`src/design/rrbb_pkg.sv`:
```
// Shared types, widths and constants for the rotated rectangle bounding box core.
package rrbb_pkg;

   // Field widths
   localparam int COORD_W     = 24;
   localparam int SIZE_W      = 12;
   localparam int SCALE_W     = 12;
   localparam int ANGLE_W     = 15;

   // Fixed-point formats
   localparam int FRAC_BITS   = 8;
   localparam int TRIG_BITS   = 16;
   localparam int TRIG_F      = TRIG_BITS - 1;
   localparam int CORD_MAX_IT = 24;
   localparam int CORD_ITERS  = (TRIG_BITS > CORD_MAX_IT) ? CORD_MAX_IT : TRIG_BITS;

   // Internal widths
   localparam int Z_W         = 24;
   localparam int XY_W        = TRIG_BITS + 2;
   localparam int TRIG_W      = TRIG_BITS + 1;
   localparam int SIZE_PROD_W = SIZE_W + SCALE_W;
   localparam int PROD_W      = SIZE_PROD_W + 1 + TRIG_W;
   localparam int SUM_W       = PROD_W + 1;
   localparam int RND_SH      = 9 + TRIG_F - FRAC_BITS;
   localparam int OFS_W       = SUM_W - RND_SH;
   localparam int CORNER_W    = OFS_W + 1;

   // Angle handling, 1/64 degree units in, 1/16384 degree units in the rotator
   localparam logic [ANGLE_W-1:0] FULL_TURN    = ANGLE_W'(23040);
   localparam logic [ANGLE_W-1:0] HALF_TURN    = ANGLE_W'(11520);
   localparam logic [ANGLE_W-1:0] QUARTER_TURN = ANGLE_W'(5760);
   localparam int ANGLE_SH = 8;

   // CORDIC start vector, gain rounded half up to TRIG_F fraction bits
   localparam longint GAIN_Q30 = 652032874;
   localparam logic signed [XY_W-1:0] CORD_GAIN =
      XY_W'((GAIN_Q30 + (longint'(1) << (29 - TRIG_F))) >> (30 - TRIG_F));
   localparam logic signed [XY_W-1:0] TRIG_ONE = XY_W'(longint'(1) << TRIG_F);

   // atan(2^-i) in 1/16384 degree
   localparam logic signed [Z_W-1:0] ATAN_TAB [CORD_MAX_IT] = '{
      737280, 435242, 229970, 116736, 58595, 29326, 14667, 7334,
      3667, 1833, 917, 458, 229, 115, 57, 29,
      14, 7, 4, 2, 1, 0, 0, 0
   };

   // Rounding of the corner offsets
   localparam logic signed [SUM_W-1:0] RND_HALF =
      (RND_SH > 0) ? SUM_W'(longint'(1) << ((RND_SH > 0) ? RND_SH - 1 : 0)) : '0;

   localparam logic signed [CORNER_W-1:0] COORD_MAX = CORNER_W'(8388607);
   localparam logic signed [CORNER_W-1:0] COORD_MIN = -CORNER_W'(8388608);

   // Register map
   localparam int CSR_ADDR_W = 3;
   localparam int CSR_DATA_W = 32;
   localparam logic [0:0] REG_SCALE_FACTOR = 1'b0;
   localparam logic [SCALE_W-1:0] SCALE_RESET = SCALE_W'(256);

   // Per-item data that rides along the rotator
   typedef struct packed {
      logic signed [COORD_W-1:0] cx;
      logic signed [COORD_W-1:0] cy;
      logic [SIZE_PROD_W-1:0]    w;
      logic [SIZE_PROD_W-1:0]    h;
      logic                      neg;
   } side_type;

endpackage

```
`src/design/rrbb_cordic.sv`:
```
// Pipelined rotation-mode CORDIC, one iteration per stage, with a per-stage handshake.
module rrbb_cordic import rrbb_pkg::*; (
   input  logic                   clock,
   input  logic                   reset,
   input  logic                   in_valid,
   output logic                   in_ready,
   input  logic signed [Z_W-1:0]  in_z,
   input  side_type               in_side,
   output logic                   out_valid,
   input  logic                   out_ready,
   output logic signed [XY_W-1:0] out_x,
   output logic signed [XY_W-1:0] out_y,
   output side_type               out_side
);

   logic                  v_ff    [CORD_ITERS];
   logic signed [XY_W-1:0] x_ff   [CORD_ITERS];
   logic signed [XY_W-1:0] y_ff   [CORD_ITERS];
   logic signed [Z_W-1:0]  z_ff   [CORD_ITERS];
   side_type               side_ff[CORD_ITERS];
   logic                   rdy    [CORD_ITERS+1];

   assign rdy[CORD_ITERS] = out_ready;

   for (genvar gi = 0; gi < CORD_ITERS; gi++) begin : g_stage
      logic signed [XY_W-1:0] x_src, y_src, x_in, y_in;
      logic signed [Z_W-1:0]  z_src, z_in;
      side_type               side_src;
      logic                   v_src;

      if (gi == 0) begin : g_first
         assign x_src    = CORD_GAIN;
         assign y_src    = '0;
         assign z_src    = in_z;
         assign side_src = in_side;
         assign v_src    = in_valid;
      end else begin : g_next
         assign x_src    = x_ff[gi-1];
         assign y_src    = y_ff[gi-1];
         assign z_src    = z_ff[gi-1];
         assign side_src = side_ff[gi-1];
         assign v_src    = v_ff[gi-1];
      end

      assign rdy[gi] = !v_ff[gi] || rdy[gi+1];

      always_comb begin
         if (!z_src[Z_W-1]) begin
            x_in = x_src - (y_src >>> gi);
            y_in = y_src + (x_src >>> gi);
            z_in = z_src - ATAN_TAB[gi];
         end else begin
            x_in = x_src + (y_src >>> gi);
            y_in = y_src - (x_src >>> gi);
            z_in = z_src + ATAN_TAB[gi];
         end
      end

      always_ff @(posedge clock) begin
         if (reset) begin
            v_ff[gi] <= 1'b0;
         end else if (rdy[gi]) begin
            v_ff[gi] <= v_src;
         end
      end

      always_ff @(posedge clock) begin
         if (rdy[gi] && v_src) begin
            x_ff[gi]    <= x_in;
            y_ff[gi]    <= y_in;
            z_ff[gi]    <= z_in;
            side_ff[gi] <= side_src;
         end
      end
   end

   assign in_ready  = rdy[0];
   assign out_valid = v_ff[CORD_ITERS-1];
   assign out_x     = x_ff[CORD_ITERS-1];
   assign out_y     = y_ff[CORD_ITERS-1];
   assign out_side  = side_ff[CORD_ITERS-1];

endmodule
```
`config.mk`:
```
export PLATFORM = sky130hd
export DESIGN_NAME = rrbb_cordic
export DESIGN_NICKNAME = d
export VERILOG_FILES = /design/src/design/rrbb_pkg.sv /design/src/design/rrbb_cordic.sv
export SDC_FILE = /design/constraint.sdc
export NUM_CORES = 2
export LEC_CHECK = 0
export ABC_AREA = 1
export BUFFER_PORTS_ARGS = -buffer_cell sky130_fd_sc_hd__buf_2
export CAP_MARGIN = 20
export CORE_MARGIN = 2
export CORE_UTILIZATION = 65
export CTS_BUF_LIST = sky130_fd_sc_hd__clkbuf_4
export DETAILED_ROUTE_END_ITERATION = 10
export GPL_TIMING_DRIVEN = 0
export PLACE_DENSITY = 0.79
export SLEW_MARGIN = 25
export SYNTH_ARGS = -nofsm -noshare
export SYNTH_HDL_FRONTEND = slang
export SYNTH_SLANG_ARGS = --single-unit
```
`constraint.sdc`:
```
create_clock -name clock -period 11.6 [get_ports clock]
set_input_delay 1.16 -clock clock [delete_from_list [all_inputs] [get_ports clock]]
set_output_delay 1.16 -clock clock [all_outputs]
set_load 0.01 [all_outputs]
```
==> impl_metrics.toml <==
[sta]
slew_violations = 0
hold_violations = 0
worst_pin_slew_ns = 1.00
finalSetupViolCount = 0
finalCritPeriodShare_pct = 40.6
relSlewSlack_pct = 33.1
grt_setup_unrepaired = "no"
min_period_ns = 4.71
fin_skew_ns = 0.150
fmax_mhz = 212

[pwr]
leakage_nw = 50.6
total_power_mw = 18.2
p_per_area_nw_per_um2 = 140
pwr-share-seq_pct = 54.1
clock_power_share_pct = 39.9
p_comb_share_pct = 6.0
peakVddDrop_v = 0.000104
power.internal_mw = 13.9
switching_power_mw = 4.33
switching_share_pct = 23.8

[clock_tree]
clk_path_buf_depth = 4
ctsResizeCount = 0
cts_buffers = 606
h-tree-depth = 6
cts_tree = "done"
cts.sink_count = 2436
path_clk_slew_ns = 0.06
root_buffer = "clkbuf_4"
post-cts-setup-buffers = 0
clock_latency_ns = 1.41

[grt]
grt_overflow = 0
grt_pass1_vias = 76761
grt_usage_pct = 30.0
antenna_found_initial = 17
grt_max_degree = 103
grt_pass1_wl_microns = 420000

[die]
core_sq_um = 176000
dieArea_sq_um = 181000
die_h_microns = 425
die_x_microns = 425
start_util_pct = 65.5
ios = 260
row_count = 154

[critical_path]
critPathKind = "flip-flop to primary output"
crit_family = "simple AND/OR/NAND/NOR gates"
worst-path-max-fanout = 5
worstSetupStartpoint = "v_ff[1][7]"
arrival_ns = 3.55
slowest_stage = "edfxtp_1"
start_kind = "flip-flop"
path_common_cell = "nand4_4"
critPathCaptureType = "primary output"
r2r_start = "y_ff[0][77]"
critPathBufInv = 1
max_stage_delay_ns = 0.46
cp_cell_sequence = "nand4_4, nor3_4, nand4_4, nor2_4, nand4_4, nor2_4, nand4_2, buf_2"
worst_ep_required_time_ns = 10.44

[synthesis]
synth_top_area_share_pct = 63.4
yosys.area.top_type = "edfxtp_1"
ys_seq_area_share_pct = 63.4
synth_ff_type = "edfxtp_1"
synth_seq_cells = 2436
synth_cell_types = 56
synthArstFlopShare_pct = 0
ys_warn_count = 0
synth_nets = 10239
synth_area_sq_um = 115000
avgSynthCellArea_sq_um = 12.5
synth-edff-count = 2436
synthTopCellsByArea = "edfxtp_1 63%, ha_1 9.2%, xor2_1 5.0%"
synthCells = 9220

[place]
portBuffers = 258
hpwl_microns = 186000
placed_cell_area_sq_um = 121000
gp_congestion = 0.925
placed_cells = 11875

[hold_path]
min_from = "in_side[10]"
hp-class = "input pin to flip-flop"

[final_layout]
postLayoutCoreUtil_pct = 73.6
layout.nets = 11271
instances_no_fill = 13017
area_growth_syn_to_layout_pct = 12.3
fin_area_sq_um = 130000
drive_above_1_share_pct = 12.4

[detailed_routing]
wl_per_cell_microns = 20.9
viasPerCell = 5.79
wl_microns = 271000
drtPass1Iterations = 8
antenna_left = 0
drc = 0
vias = 75380
drt-initial-drc-count = 6078

[flow_run]
drv_cap = 0

[status]
status = "finished clean"
power by group through the flow:
| stage | Sequential, mW | Clock, mW | Combinational (mW) |
|---|---|---|---|
| floorplan | 10.0 | 0 | 0.761 |
| global placement | 10.1 | 0 | 1.00 |
| detailed placement | 10.0 | 0 | 1.04 |
| CTS | 9.86 | 7.33 | 1.08 |
| global route | 9.86 | 7.83 | 1.21 |
| finish | 9.86 | 7.27 | 1.08 |
area by class of cell:
cell class	instances	area, sq um
repair buffers	424	3690
diodes	21	52.6
clock buffers	864	6490
multi-input cells	6002	39400
plain buffers	51	213
flip-flops and latches	2436	73200
clock inverters	148	945
well taps	2340	2930
fillers	11357	46600
inverters	731	2810
placed cells by master, fill, tap and decap left out, types with 271 or more instances in the layout:
master,count
edfxtp_1,2436
nand2_1,1389
clkbuf_4,864
a21oi_1,855
ha_1,850
inv_1,715
xor2_1,654
nor2_1,547
o21ai_0,421
nand3_1,321
xnor2_1,271
registers in the layout, indices dropped and copies added (netlist names):
name and flops:
y_ff 270, side_ff 1552, z_ff 337, x_ff 261
v_ff 16
kinds of logic after synthesis:
kind of cell,count (synthesis),share of synthesized area [%]
other,1,0.00325
AO/OA/AOI/OAI,1648,7.91
AND/OR/NAND/NOR,2534,9.18
flip-flops,2436,63.4
XOR/XNOR,925,7.02
adder cells (fa/ha/maj),894,9.98
buffers and inverters,782,2.55
routing by layer:
layer | vias up | GRT usage, % | wire [microns]
met2 | 3108 | 53.8 | 140000
met5 | - | 0 | 0
met3 | 793 | 4.79 | 15200
met4 | 0 | 14.8 | 13200
li1 | 35750 | - | -
met1 | 35729 | 35.1 | 103000
Yosys cell counts, types with 8 or more instances:
library cell,count
a221oi_1,19
edfxtp_1,2436
o2111ai_1,22
nand2_1,1389
a21boi_0,15
nor3_1,107
o221ai_1,14
xor2_1,654
inv_1,724
o21ai_2,30
nand3_1,321
clkbuf_1,38
a31oi_1,80
and2_1,16
nor2_1,554
o21ai_0,421
or2_2,8
o31ai_1,49
nor4_1,21
o41ai_1,12
xnor2_1,271
o21bai_1,21
fa_1,44
o21ai_1,31
nand4_1,88
a21o_1,37
o211ai_1,15
a21oi_1,855
ha_1,850
worst paths after layout:
check,end,slack (ns),depth (start not counted)
max reg2reg,x_ff[0][107],6.96,16
min reg2reg,side_ff[0][599],0.33,0
min,side_ff[0][10],0.11,1
max,in_ready,6.89,8
timing repair:
action | 4_1_cts | 5_1_grt
hold buffers | 109 | 0
endpoints found under the setup margin | 0 | 0
hold endpoints to repair | 109 | 0
per-stage QoR:
step / setup WS (ns) / hold slack, ns / setup TNS (ns)
detailed placement: 7.27 / 0.405 / 0
global route: 6.71 / -0.00869 / 0
floorplan: 2.73 / 0.400 / 0
CTS: 6.80 / 0.00250 / 0
global placement: -1.30 / 0.400 / -851.50
finish: 6.89 / 0.111 / 0
Note: power is estimated with default switching activity, not from simulation.
